File: src/design/hcbp_pkg.sv
// Package for the Huffman code bit packer: widths, command/status structs and
// the controller state type. No dependencies.
package hcbp_pkg;

    localparam int CODE_W           = 16;
    localparam int LEN_W            = 5;
    localparam int TREE_W           = 13;
    localparam int BYTE_W           = 8;
    localparam int PAD_W            = 3;
    localparam int WIN_W            = 24;
    localparam int QUEUE_DEPTH      = 3;
    localparam int CNT_W            = 2;
    localparam int MAX_CODE_LEN_DEF = 16;

    typedef enum logic
    {
        ST_IDLE,
        ST_SEND
    } state_t;

    // Controller to datapath
    typedef struct packed
    {
        logic load;
        logic advance;
    } cmd_t;

    // Datapath to controller
    typedef struct packed
    {
        logic has_results;
        logic last_slot;
    } status_t;

endpackage

File: src/design/hcbp_item_if.sv
// Input channel of the Huffman code bit packer: valid/ready plus one item.
// Depends on hcbp_pkg.
interface hcbp_item_if
    import hcbp_pkg::*;
();
    logic              valid;
    logic              ready;
    logic              func;
    logic [CODE_W-1:0] code_bits;
    logic [LEN_W-1:0]  code_length;

    modport source (output valid, output func, output code_bits, output code_length,
                    input ready);
    modport sink   (input valid, input func, input code_bits, input code_length,
                    output ready);
endinterface

File: src/design/hcbp_result_if.sv
// Output channel of the Huffman code bit packer: valid/ready plus one byte.
// Depends on hcbp_pkg.
interface hcbp_result_if
    import hcbp_pkg::*;
();
    logic              valid;
    logic              ready;
    logic [BYTE_W-1:0] out_byte;
    logic              is_header;
    logic              last;

    modport source (output valid, output out_byte, output is_header, output last,
                    input ready);
    modport sink   (input valid, input out_byte, input is_header, input last,
                    output ready);
endinterface

File: src/design/hcbp_ctrl.sv
// Controller of the Huffman code bit packer: accept an item, then send its
// bytes one per handshake. Depends on hcbp_pkg.
module hcbp_ctrl
    import hcbp_pkg::*;
(
    input  logic    clk,
    input  logic    rst_n,
    input  logic    in_valid,
    output logic    in_ready,
    output logic    out_valid,
    input  logic    out_ready,
    input  status_t status,
    output cmd_t    cmd
);

    state_t state_reg;
    state_t state_next;

    // Hold state
    always_ff @(posedge clk or negedge rst_n)
    begin
        if (!rst_n)
        begin
            state_reg <= ST_IDLE;
        end
        else
        begin
            state_reg <= state_next;
        end
    end

    // Advance state
    always_comb
    begin
        state_next = state_reg;
        case (state_reg)
            ST_IDLE:
            begin
                if (cmd.load && status.has_results)
                begin
                    state_next = ST_SEND;
                end
            end
            ST_SEND:
            begin
                if (cmd.advance && status.last_slot)
                begin
                    state_next = ST_IDLE;
                end
            end
            default:
            begin
                state_next = ST_IDLE;
            end
        endcase
    end

    // Drive handshakes and commands
    always_comb
    begin
        in_ready  = 1'b0;
        out_valid = 1'b0;
        case (state_reg)
            ST_IDLE:
            begin
                in_ready = 1'b1;
            end
            ST_SEND:
            begin
                out_valid = 1'b1;
            end
            default:
            begin
                in_ready  = 1'b0;
                out_valid = 1'b0;
            end
        endcase
        cmd.load    = in_valid && in_ready;
        cmd.advance = out_valid && out_ready;
    end

    // Never take an item and send a word in the same cycle
    a_no_overlap: assert property (@(posedge clk) disable iff (!rst_n)
        !(cmd.load && cmd.advance))
        else $error("load and advance together");

    // An item with no results leaves the controller ready
    a_empty_item: assert property (@(posedge clk) disable iff (!rst_n)
        (cmd.load && !status.has_results) |=> in_ready)
        else $error("empty item blocked input");

    // After the final word goes out, input opens again
    a_reopen: assert property (@(posedge clk) disable iff (!rst_n)
        (cmd.advance && status.last_slot) |=> (in_ready && !out_valid))
        else $error("did not return to idle");

endmodule

File: src/design/hcbp_datapath.sv
// Datapath of the Huffman code bit packer: bit window, packing state, output
// byte queue and tree size register. Depends on hcbp_pkg.
module hcbp_datapath
    import hcbp_pkg::*;
#(
    parameter int MAX_CODE_LEN = MAX_CODE_LEN_DEF
)
(
    input  logic              clk,
    input  logic              rst_n,
    input  cmd_t              cmd,
    output status_t           status,
    input  logic              func,
    input  logic [CODE_W-1:0] code_bits,
    input  logic [LEN_W-1:0]  code_length,
    input  logic              cfg_we,
    input  logic [TREE_W-1:0] cfg_wdata,
    output logic [BYTE_W-1:0] out_byte,
    output logic              is_header,
    output logic              last
);

    localparam int LEN_CAP = (MAX_CODE_LEN < CODE_W) ? MAX_CODE_LEN : CODE_W;
    localparam int SH_W    = $clog2(WIN_W + 1);

    logic [TREE_W-1:0] tree_len_reg;
    logic [BYTE_W-1:0] partial_reg;
    logic [BYTE_W-1:0] partial_next;
    logic [PAD_W-1:0]  pending_reg;
    logic [PAD_W-1:0]  pending_next;
    logic [BYTE_W-1:0] q_byte_reg [QUEUE_DEPTH];
    logic [BYTE_W-1:0] q_byte_next [QUEUE_DEPTH];
    logic [QUEUE_DEPTH-1:0] q_hdr_reg;
    logic [QUEUE_DEPTH-1:0] q_hdr_next;
    logic [CNT_W-1:0]  q_cnt_reg;
    logic [CNT_W-1:0]  q_cnt_next;

    logic [LEN_W-1:0]  eff_len;
    logic [CODE_W-1:0] code_mask;
    logic [CODE_W-1:0] code_m;
    logic [SH_W-1:0]   shamt;
    logic [WIN_W-1:0]  window;
    logic [LEN_W-1:0]  total;
    logic [CNT_W-1:0]  nbytes;
    logic [PAD_W-1:0]  pad;
    logic [2*BYTE_W-1:0] hdr_word;

    // Clamp the length and place the code just under the pending bits
    always_comb
    begin
        eff_len   = (code_length > LEN_W'(LEN_CAP)) ? LEN_W'(LEN_CAP) : code_length;
        code_mask = CODE_W'(((CODE_W+1)'(1) << eff_len) - (CODE_W+1)'(1));
        code_m    = code_bits & code_mask;
        shamt     = SH_W'(WIN_W) - SH_W'(pending_reg) - SH_W'(eff_len);
        window    = {partial_reg, {(WIN_W-BYTE_W){1'b0}}}
                  | (WIN_W'(code_m) << shamt);
        total     = LEN_W'(pending_reg) + eff_len;
        nbytes    = total[LEN_W-1:PAD_W];
        pad       = PAD_W'(4'd8 - {1'b0, pending_reg});
        hdr_word  = {pad, tree_len_reg};
    end

    assign status.has_results = func || (nbytes != '0);
    assign status.last_slot   = (q_cnt_reg == CNT_W'(1));

    assign out_byte  = q_byte_reg[0];
    assign is_header = q_hdr_reg[0];
    assign last      = status.last_slot;

    // Load a new item or drop the word just sent
    always_comb
    begin
        partial_next = partial_reg;
        pending_next = pending_reg;
        q_byte_next  = q_byte_reg;
        q_hdr_next   = q_hdr_reg;
        q_cnt_next   = q_cnt_reg;
        if (cmd.load)
        begin
            if (func)
            begin
                partial_next = '0;
                pending_next = '0;
                if (pending_reg != '0)
                begin
                    q_byte_next[0] = partial_reg;
                    q_byte_next[1] = hdr_word[2*BYTE_W-1:BYTE_W];
                    q_byte_next[2] = hdr_word[BYTE_W-1:0];
                    q_hdr_next     = 3'b110;
                    q_cnt_next     = CNT_W'(3);
                end
                else
                begin
                    q_byte_next[0] = hdr_word[2*BYTE_W-1:BYTE_W];
                    q_byte_next[1] = hdr_word[BYTE_W-1:0];
                    q_byte_next[2] = '0;
                    q_hdr_next     = 3'b011;
                    q_cnt_next     = CNT_W'(2);
                end
            end
            else
            begin
                pending_next   = total[PAD_W-1:0];
                q_byte_next[0] = window[WIN_W-1 -: BYTE_W];
                q_byte_next[1] = window[WIN_W-BYTE_W-1 -: BYTE_W];
                q_byte_next[2] = '0;
                q_hdr_next     = '0;
                q_cnt_next     = nbytes;
                case (nbytes)
                    2'd0:    partial_next = window[WIN_W-1 -: BYTE_W];
                    2'd1:    partial_next = window[WIN_W-BYTE_W-1 -: BYTE_W];
                    default: partial_next = window[BYTE_W-1:0];
                endcase
            end
        end
        else if (cmd.advance)
        begin
            q_byte_next[0] = q_byte_reg[1];
            q_byte_next[1] = q_byte_reg[2];
            q_hdr_next     = {1'b0, q_hdr_reg[QUEUE_DEPTH-1:1]};
            q_cnt_next     = q_cnt_reg - CNT_W'(1);
        end
    end

    // Hold control and packing state
    always_ff @(posedge clk or negedge rst_n)
    begin
        if (!rst_n)
        begin
            tree_len_reg <= '0;
            partial_reg  <= '0;
            pending_reg  <= '0;
            q_cnt_reg    <= '0;
        end
        else
        begin
            if (cfg_we)
            begin
                tree_len_reg <= cfg_wdata;
            end
            partial_reg <= partial_next;
            pending_reg <= pending_next;
            q_cnt_reg   <= q_cnt_next;
        end
    end

    // Hold queue payload
    always_ff @(posedge clk)
    begin
        q_byte_reg <= q_byte_next;
        q_hdr_reg  <= q_hdr_next;
    end

    // A flush always queues the two header words, after the partial byte when bits are pending
    a_flush_queue: assert property (@(posedge clk) disable iff (!rst_n)
        (cmd.load && func) |=> (q_cnt_reg == CNT_W'(2) || q_cnt_reg == CNT_W'(3)))
        else $error("flush queued wrong count");

    // A flush starts a fresh stream
    a_flush_clear: assert property (@(posedge clk) disable iff (!rst_n)
        (cmd.load && func) |=> (pending_reg == '0 && partial_reg == '0))
        else $error("flush left packing state");

    // Items enter only with an empty queue
    a_load_empty: assert property (@(posedge clk) disable iff (!rst_n)
        cmd.load |-> (q_cnt_reg == '0))
        else $error("load over pending words");

endmodule

File: src/design/huffman_code_bit_packer.sv
// Huffman code bit packer top level: controller plus datapath.
// An item's first word is offered in the cycle after the item is taken.
// Each item causes 0..3 words, sent from the single output queue one word per
// cycle while out_ch.ready is high; no new item is taken until all are sent.
// Reset (rst_n, async low): stream empty, tree length 0, no words pending.
module huffman_code_bit_packer
    import hcbp_pkg::*;
#(
    parameter int MAX_CODE_LEN = MAX_CODE_LEN_DEF
)
(
    input  logic              clk,
    input  logic              rst_n,
    hcbp_item_if.sink         in_ch,
    hcbp_result_if.source     out_ch,
    input  logic              cfg_we,
    input  logic [TREE_W-1:0] cfg_wdata
);

    cmd_t    cmd;
    status_t status;

    // Sequence accept and send
    hcbp_ctrl u_ctrl
    (
        .clk       (clk),
        .rst_n     (rst_n),
        .in_valid  (in_ch.valid),
        .in_ready  (in_ch.ready),
        .out_valid (out_ch.valid),
        .out_ready (out_ch.ready),
        .status    (status),
        .cmd       (cmd)
    );

    // Pack bits and queue words
    hcbp_datapath #(
        .MAX_CODE_LEN (MAX_CODE_LEN)
    ) u_datapath
    (
        .clk         (clk),
        .rst_n       (rst_n),
        .cmd         (cmd),
        .status      (status),
        .func        (in_ch.func),
        .code_bits   (in_ch.code_bits),
        .code_length (in_ch.code_length),
        .cfg_we      (cfg_we),
        .cfg_wdata   (cfg_wdata),
        .out_byte    (out_ch.out_byte),
        .is_header   (out_ch.is_header),
        .last        (out_ch.last)
    );

endmodule
File: src/flat_wrapper.sv
// flat-port wrapper written by rule: the top's interface ports become plain ports
module huffman_code_bit_packer_flat import hcbp_pkg::*;
#(
    parameter int MAX_CODE_LEN = MAX_CODE_LEN_DEF
)
  (clk, rst_n, cfg_we, cfg_wdata, in_ch_valid, in_ch_func, in_ch_code_bits, in_ch_code_length, in_ch_ready, out_ch_valid, out_ch_out_byte, out_ch_is_header, out_ch_last, out_ch_ready);
  hcbp_item_if in_ch_i ();
  hcbp_result_if out_ch_i ();
  input  logic clk;
  input  logic rst_n;
  input  logic cfg_we;
  input  logic [TREE_W-1:0] cfg_wdata;
  input wire logic [$bits(in_ch_i.valid)-1:0] in_ch_valid;
  input wire logic [$bits(in_ch_i.func)-1:0] in_ch_func;
  input wire logic [$bits(in_ch_i.code_bits)-1:0] in_ch_code_bits;
  input wire logic [$bits(in_ch_i.code_length)-1:0] in_ch_code_length;
  output wire logic [$bits(in_ch_i.ready)-1:0] in_ch_ready;
  output wire logic [$bits(out_ch_i.valid)-1:0] out_ch_valid;
  output wire logic [$bits(out_ch_i.out_byte)-1:0] out_ch_out_byte;
  output wire logic [$bits(out_ch_i.is_header)-1:0] out_ch_is_header;
  output wire logic [$bits(out_ch_i.last)-1:0] out_ch_last;
  input wire logic [$bits(out_ch_i.ready)-1:0] out_ch_ready;
  assign in_ch_i.valid = in_ch_valid;
  assign in_ch_i.func = in_ch_func;
  assign in_ch_i.code_bits = in_ch_code_bits;
  assign in_ch_i.code_length = in_ch_code_length;
  assign in_ch_ready = in_ch_i.ready;
  assign out_ch_valid = out_ch_i.valid;
  assign out_ch_out_byte = out_ch_i.out_byte;
  assign out_ch_is_header = out_ch_i.is_header;
  assign out_ch_last = out_ch_i.last;
  assign out_ch_i.ready = out_ch_ready;
  huffman_code_bit_packer #(.MAX_CODE_LEN(MAX_CODE_LEN)) u_core (.clk(clk), .rst_n(rst_n), .in_ch(in_ch_i), .out_ch(out_ch_i), .cfg_we(cfg_we), .cfg_wdata(cfg_wdata));
endmodule
File: config.mk
export PLATFORM = sky130hd
export DESIGN_NAME = huffman_code_bit_packer_flat
export DESIGN_NICKNAME = d
export VERILOG_FILES = /design/src/design/hcbp_pkg.sv /design/src/design/hcbp_item_if.sv /design/src/design/hcbp_result_if.sv /design/src/design/hcbp_ctrl.sv /design/src/design/hcbp_datapath.sv /design/src/design/huffman_code_bit_packer.sv /design/src/flat_wrapper.sv
export SDC_FILE = /design/constraint.sdc
export NUM_CORES = 1
export LEC_CHECK = 0
export BUFFER_PORTS_ARGS = -buffer_cell sky130_fd_sc_hd__buf_2
export CAP_MARGIN = 20
export CELL_PAD_IN_SITES_DETAIL_PLACEMENT = 1
export CELL_PAD_IN_SITES_GLOBAL_PLACEMENT = 1
export CORE_AREA = 5 5 146 148
export DETAILED_ROUTE_END_ITERATION = 6
export DIE_AREA = 0 0 151 153
export PLACE_DENSITY = 0.61
export SETUP_SLACK_MARGIN = 0.2
export SLEW_MARGIN = 10
export SYNTH_ARGS = -nofsm -noshare
export SYNTH_HDL_FRONTEND = slang
export SYNTH_SLANG_ARGS = --single-unit
File: constraint.sdc
create_clock -name clk -period 4.8 [get_ports clk]
set_input_delay 0.96 -clock clk [delete_from_list [all_inputs] [get_ports clk]]
set_output_delay 0.96 -clock clk [all_outputs]
set_load 0.005 [all_outputs]
## Yosys cells after proc, flatten, opt, wreduce, memory -nomap -nowiden

Index checks and enable logic that the tools add are counted.
Widths: inputs -> output; s select.

- Div/mod/pow operators: 0
- Reduce and logical (&&, ||, !) cells: 10
- Multiply operators: 0
- Magnitude comparators: 1
- Equality and inequality tests: 2
- $add $sub $neg: 6
- Shift-type cells: 2
- Bitwise logic cells: 3
- Muxes and demuxes: 21

Operators with widths:

| operator | number |
|---|---|
| $mux 24 | 2 |
| $mux 16 | 2 |
| $or 24x24->24 | 1 |
| $shl 16x5->24 | 1 |
| $and 16x16->16 | 1 |
| $pmux 8 s2 | 1 |
| $shl 1x5->16 const A | 1 |
| $sub 16x2->16 const B | 1 |
| $mux 3 | 5 |
| $mux 8 | 1 |
| $mux 2 | 3 |
| $add 3x5->5 | 1 |
| $gt 5x5->1 const B | 1 |
| $mux 1 | 5 |
| $mux 5 | 1 |
| $sub 4x4->5 const A | 1 |
| $sub 5x5->5 | 1 |
| $eq 2x1->1 const B | 2 |
| $logic_and 1x1->1 | 4 |
| $reduce_bool 2->1 | 2 |
| $reduce_bool 3->1 | 1 |
| $sub 1x3->3 const A | 1 |
| $logic_not 2->1 | 1 |
| $pmux 1 s2 | 1 |
| 4 further kinds | 4 |

- Memory bits (writable): 0
- Register bits: 54
- Latch bits: 0
- Bits of input ports: 40
- Memories: 0
- Bits in read-only memories: 0
- Word-level logic and storage cells: 54
- Output and inout port bits: 12

## Logic depth before layout (Yosys ltp)

- Word-level depth: 9
- Mapped depth: 18
- Mapped depth without buffers: 12

## Modules after synthesis

A second synthesis with hierarchy kept.

- Cell total of the unflattened synthesis: 561
- Area total of the unflattened synthesis: 4794.6 um2

Modules (own cells, without submodules):

| module | cells an instance | seq. area each (um2) | area an instance (um2) | times used |
|---|---|---|---|---|
| hcbp_datapath | 555 | 1461.4 | 4738.3 | 1 |
| hcbp_ctrl | 6 | 25.0 | 56.3 | 1 |

## Worst setup path after synthesis

OpenSTA, ideal clock, no wires.

- Path type: input port to flip-flop
- From: input in_ch_code_length[4]
- To: register u_core.u_datapath.q_byte_reg (netlist bit u_core.u_datapath.out_byte[7]), data pin
- Arrival time: 4.476 ns
- Buffers on the path: 7
- Setup time: 0.256 ns
- Required time: 4.544 ns
- Setup slack: 0.067 ns
- Stages: 16
- Path through: buf_2 -> clkbuf_1 -> clkbuf_1 -> nor2b_1 -> ha_1 -> inv_1 -> ha_1 -> clkbuf_1 -> clkbuf_1 -> clkbuf_1 -> buf_1 -> nand3_1 -> o311ai_0 -> nand2_1 -> a2111o_1 -> a22o_1

RTL lines:

| item | RTL line | text |
|---|---|---|
| start, declared | flat_wrapper.sv:16 | `input wire logic [$bits(in_ch_i.code_length)-1:0] in_ch_code_length;` |
| end signal, assigned | hcbp_datapath.sv:150 | `q_byte_reg <= q_byte_next;` |
| end, declared | hcbp_datapath.sv:31 | `logic [BYTE_W-1:0] q_byte_reg [QUEUE_DEPTH];` |

## Final worst setup path

- From: input in_ch_code_length[2]
- To: register u_core.u_datapath.partial_reg[4]

- Cells in the longest elaborated chain, start to end: 9
- Elaborated cells between the ends (all ways): 13
- Those cells by class: 3 x add/sub; 1 x order compare; 1 x eq/ne; 2 x shift; 3 x mux; 2 x bitwise; 1 x reduce/logical

Ends and longest elaborated chain:

| item | RTL line | text |
|---|---|---|
| $gt 5x5->1 | hcbp_datapath.sv:51 | `eff_len = (code_length > LEN_W'(LEN_CAP)) ? LEN_W'(LEN_CAP) : code_length;` |
| $mux 5 * | hcbp_datapath.sv:51 |  |
| $shl 1x5->16 | hcbp_datapath.sv:52 | `code_mask = CODE_W'(((CODE_W+1)'(1) << eff_len) - (CODE_W+1)'(1));` |
| $sub 16x2->16 | hcbp_datapath.sv:52 |  |
| $and 16x16->16 | hcbp_datapath.sv:53 | `code_m = code_bits & code_mask;` |
| $shl 16x5->24 | hcbp_datapath.sv:56 | `\| (WIN_W'(code_m) << shamt);` |
| $or 24x24->24 | hcbp_datapath.sv:56 |  |
| $pmux 8 s2 * | hcbp_datapath.sv:109 | `case (nbytes)` |
| $mux 8 * | hcbp_datapath.sv:80 | `if (func)` |
| end signal, assigned | hcbp_datapath.sv:141 | `partial_reg <= partial_next;` |
| end, declared | hcbp_datapath.sv:27 | `logic [BYTE_W-1:0] partial_reg;` |

Mark *: on every way between the ends. The rest lies on a longest branch, timed or not.
A chain may end at the register's enable or synchronous reset.

==> results.sh <==
export IMPL_first_global_vias=5197
export IMPL_max_freq_mhz=235
export IMPL_multi_input_area_mm2=0.00306
export IMPL_synthDistinctLibCells=74
export IMPL_maxSlewHeadroom_pct=33.1
export IMPL_arrival_ns=4.47
export IMPL_htreeDepth=2
export IMPL_crit_chain="buf_2 -> nor3_1 -> nand2_1 -> ha_1 -> or4_4 -> or3b_4 -> a311oi_4 -> o21ai_2 -> mux4_2 -> o31a_1 -> o31ai_2"
export IMPL_area_growth_pct=14.9
export IMPL_clockBufferDepth=2
export IMPL_final_area_mm2=0.00559
export IMPL_antenna_found_initial=0
export IMPL_rows=52
export IMPL_syn_avg_cell_area_um2=8.43
export IMPL_numClockSinks=54
export IMPL_period_share_pct=88.7
export IMPL_drt_iter0_markers=336
export IMPL_grt_usage_pct=16.0
export IMPL_n_fill_cell=2405
export IMPL_synth_cells=577
export IMPL_cts_buffers=5
export IMPL_grt_pass1_wl_mm=29.3
export IMPL_use_met1_pct=19.6
export IMPL_hold_class="reg -> reg"
export IMPL_final_common_cell="nand2_1"
export IMPL_cp_slowest_stage_delay_ns=0.51
export IMPL_power_density_mw_per_mm2=584
export IMPL_hold_depth=2
export IMPL_synthArstFlopShare_pct=50.0
export IMPL_largest_reg_flops=16
export IMPL_synth_compound_area_share_pct=28.6
export IMPL_critPathTopFamily="simple AND/OR/NAND/NOR gates"
export IMPL_synth_main_ff_cell="edfxtp_1"
export IMPL_crit_path_max_fanout=8
export IMPL_utilization_pct=28.1
export IMPL_cts_tree="built"
export IMPL_io_pins=52
export IMPL_synth_xor_area_share_pct=0.901
export IMPL_core_mm2=0.0199
export IMPL_seqCellArea_mm2=0.00149
export IMPL_gr_max_usage_layer="met2"
export IMPL_setup_viol=0
export IMPL_layout_drive_gt1_share_pct=18.8
export IMPL_die_area_mm2=0.0231
export IMPL_post_cts_buffers=0
export IMPL_initial_utilization_pct=24.4
export IMPL_synthesis_nets=632
export IMPL_die_h_um=153
export IMPL_required_ns=5.01
export IMPL_met2_usage_pct=28.7
export IMPL_wirelength_mm=18.5
export IMPL_reg2reg_depth=11
export IMPL_viasPerCell=5.54
export IMPL_place_congestion=0.903
export IMPL_crit_cells=11
export IMPL_placed_cell_area_mm2=0.00541
export IMPL_ant_nets=0
export IMPL_fin_crit_ns=4.26
export IMPL_post_cts_resized=0
export IMPL_drt_first_pass_iters=5
export IMPL_layout_common_cells="67 x nand2_1, 51 x buf_2, 32 x a21oi_1, 29 x nor2_1, 28 x nand3_1"
export IMPL_met3_usage_pct=1.98
export IMPL_synth_top_family_by_area="compound AO/OA/AOI/OAI gates"
export IMPL_ir_drop_v=0.000201
export IMPL_cts_hold_buf=0
export IMPL_crit_type="in -> reg"
export IMPL_p_leak_nw=2.24
export IMPL_dp_slack_ns=0.201
export IMPL_setup_ws_ns=0.544
export IMPL_nNetsFinal=661
export IMPL_drc=0
export IMPL_grt_max_degree=28
export IMPL_timing_worst_slew_pin_value_ns=0.991
export IMPL_seq_area_frac_synth_pct=30.6
export IMPL_synthAdderAreaFrac_pct=4.32
export IMPL_yosysWarnings=0
export IMPL_grt_setup_unrepaired="false"
export IMPL_skew_ns=0.00461
export IMPL_critPathCaptureType="flip-flop"
export IMPL_whs_ns=0.523
export IMPL_synth_area_mux_share_pct=9.62
export IMPL_hold_violations=0
export IMPL_port_buffers=51
export IMPL_wire_per_inst_um=21.1
export IMPL_grt_ovfl_total=0
export IMPL_clock_latency_ns=0.30
export IMPL_outcome="completed"
export IMPL_clkTransAtPathRegs_ns=0.07
export IMPL_ys_ff_latch=54
export IMPL_syn_area_mm2=0.00486
export IMPL_hpwlAfterDp_mm=14.2
export IMPL_worst_path_max_delay_cell="nor3_1"
export IMPL_fp_dieW_um=151
export IMPL_num_vias=4857
export IMPL_max_cap_violations=0
export IMPL_antenna_cells=0
export IMPL_synth_simple_area_share_pct=19.3
export IMPL_cp_num_buf_inv=1
export IMPL_cts_root_buffer="clkbuf_16"
export IMPL_startpoint_type="input port"
export IMPL_setup_tns_final_ns=0
export IMPL_drv_slew=0
export IMPL_synth_edf_count=27
-- synthesized netlist by cell type, types with 6 or more instances --
cell      instances  area, um2
a211oi_1         16        120
a21oi_1          32        160
and2_1           13       81.3
buf_1             6       22.5
buf_4             8       60.1
clkbuf_1         40        150
dfrtp_1          27        676
edfxtp_1         27        811
ha_1             12        150
inv_1            24       90.1
mux2_2           18        203
mux2i_1          22        220
nand2_1          67        251
nand2b_1          8       50.1
nand3_1          28        140
nor2_1           29        109
nor3_1           13       65.1
nor4_1            8       50.1
o21ai_0          26        130
o221ai_1         10       87.6
o311ai_0          6       52.6
o31ai_1          12       90.1
-- area by class of cell --
type                            count  area share, %
Multi-Input combinational cell    444           54.7
Sequential cell                    54           26.6
Timing Repair Buffer               77           8.20
Tap cell                          270           6.05
Clock buffer                        5           2.24
Inverter                           24           1.61
Clock inverter                      2          0.605
-- worst paths after layout --
path	from	to	slack (ns)
setup / recovery	in_ch_code_length[2]	u_core.u_datapath.partial_reg[4]	0.54
hold / removal	u_core.u_datapath.q_byte_reg[13]	u_core.u_datapath.out_byte[5]	0.52
setup reg to reg	u_core.u_datapath.pending_reg[0]	u_core.u_datapath.partial_reg[6]	1.22
hold reg to reg	u_core.u_datapath.q_byte_reg[13]	u_core.u_datapath.out_byte[5]	0.52
max in group asynchronous	rst_n	u_core.u_datapath.partial_reg[3]	3.62
min in group asynchronous	rst_n	u_core.u_datapath.tree_len_reg[7]	0.71
-- through the flow --
stage               cells  power [mW]
finish                876        3.26
global route          876        3.50
CTS                   875        3.26
detailed placement    868        2.84
global placement      868        2.79
floorplan             577        2.17
-- metal layers --
metal	vias to the layer above	routed length (um)
li1	2249	-
met1	2445	7740
met2	122	9500
met3	41	620
met4	0	604
met5	-	0
-- power by group --
group          leakage [nW]  total, mW  internal (mW)  switching, mW
Sequential            0.598      0.751          0.672         0.0791
Clock                0.0773      0.408          0.242          0.166
Combinational          1.57       2.10          0.780           1.32
-- worst min-delay path: cells and delay by family, from the launching register on --
family / cells / cell delay, ns
flip-flops: 1 / 0.32
AND/OR/NAND/NOR: 2 / 0.10
-- kinds of logic (layout without fill, tap and decap cells) --
kind of cell,after synthesis,count (layout)
compound gates,190,190
xor+xnor,5,5
fa+ha+maj,15,15
buf+inv,79,108
flops,54,54
mux,42,42
simple gates,192,192
Power figures use the tool's default switching activity.
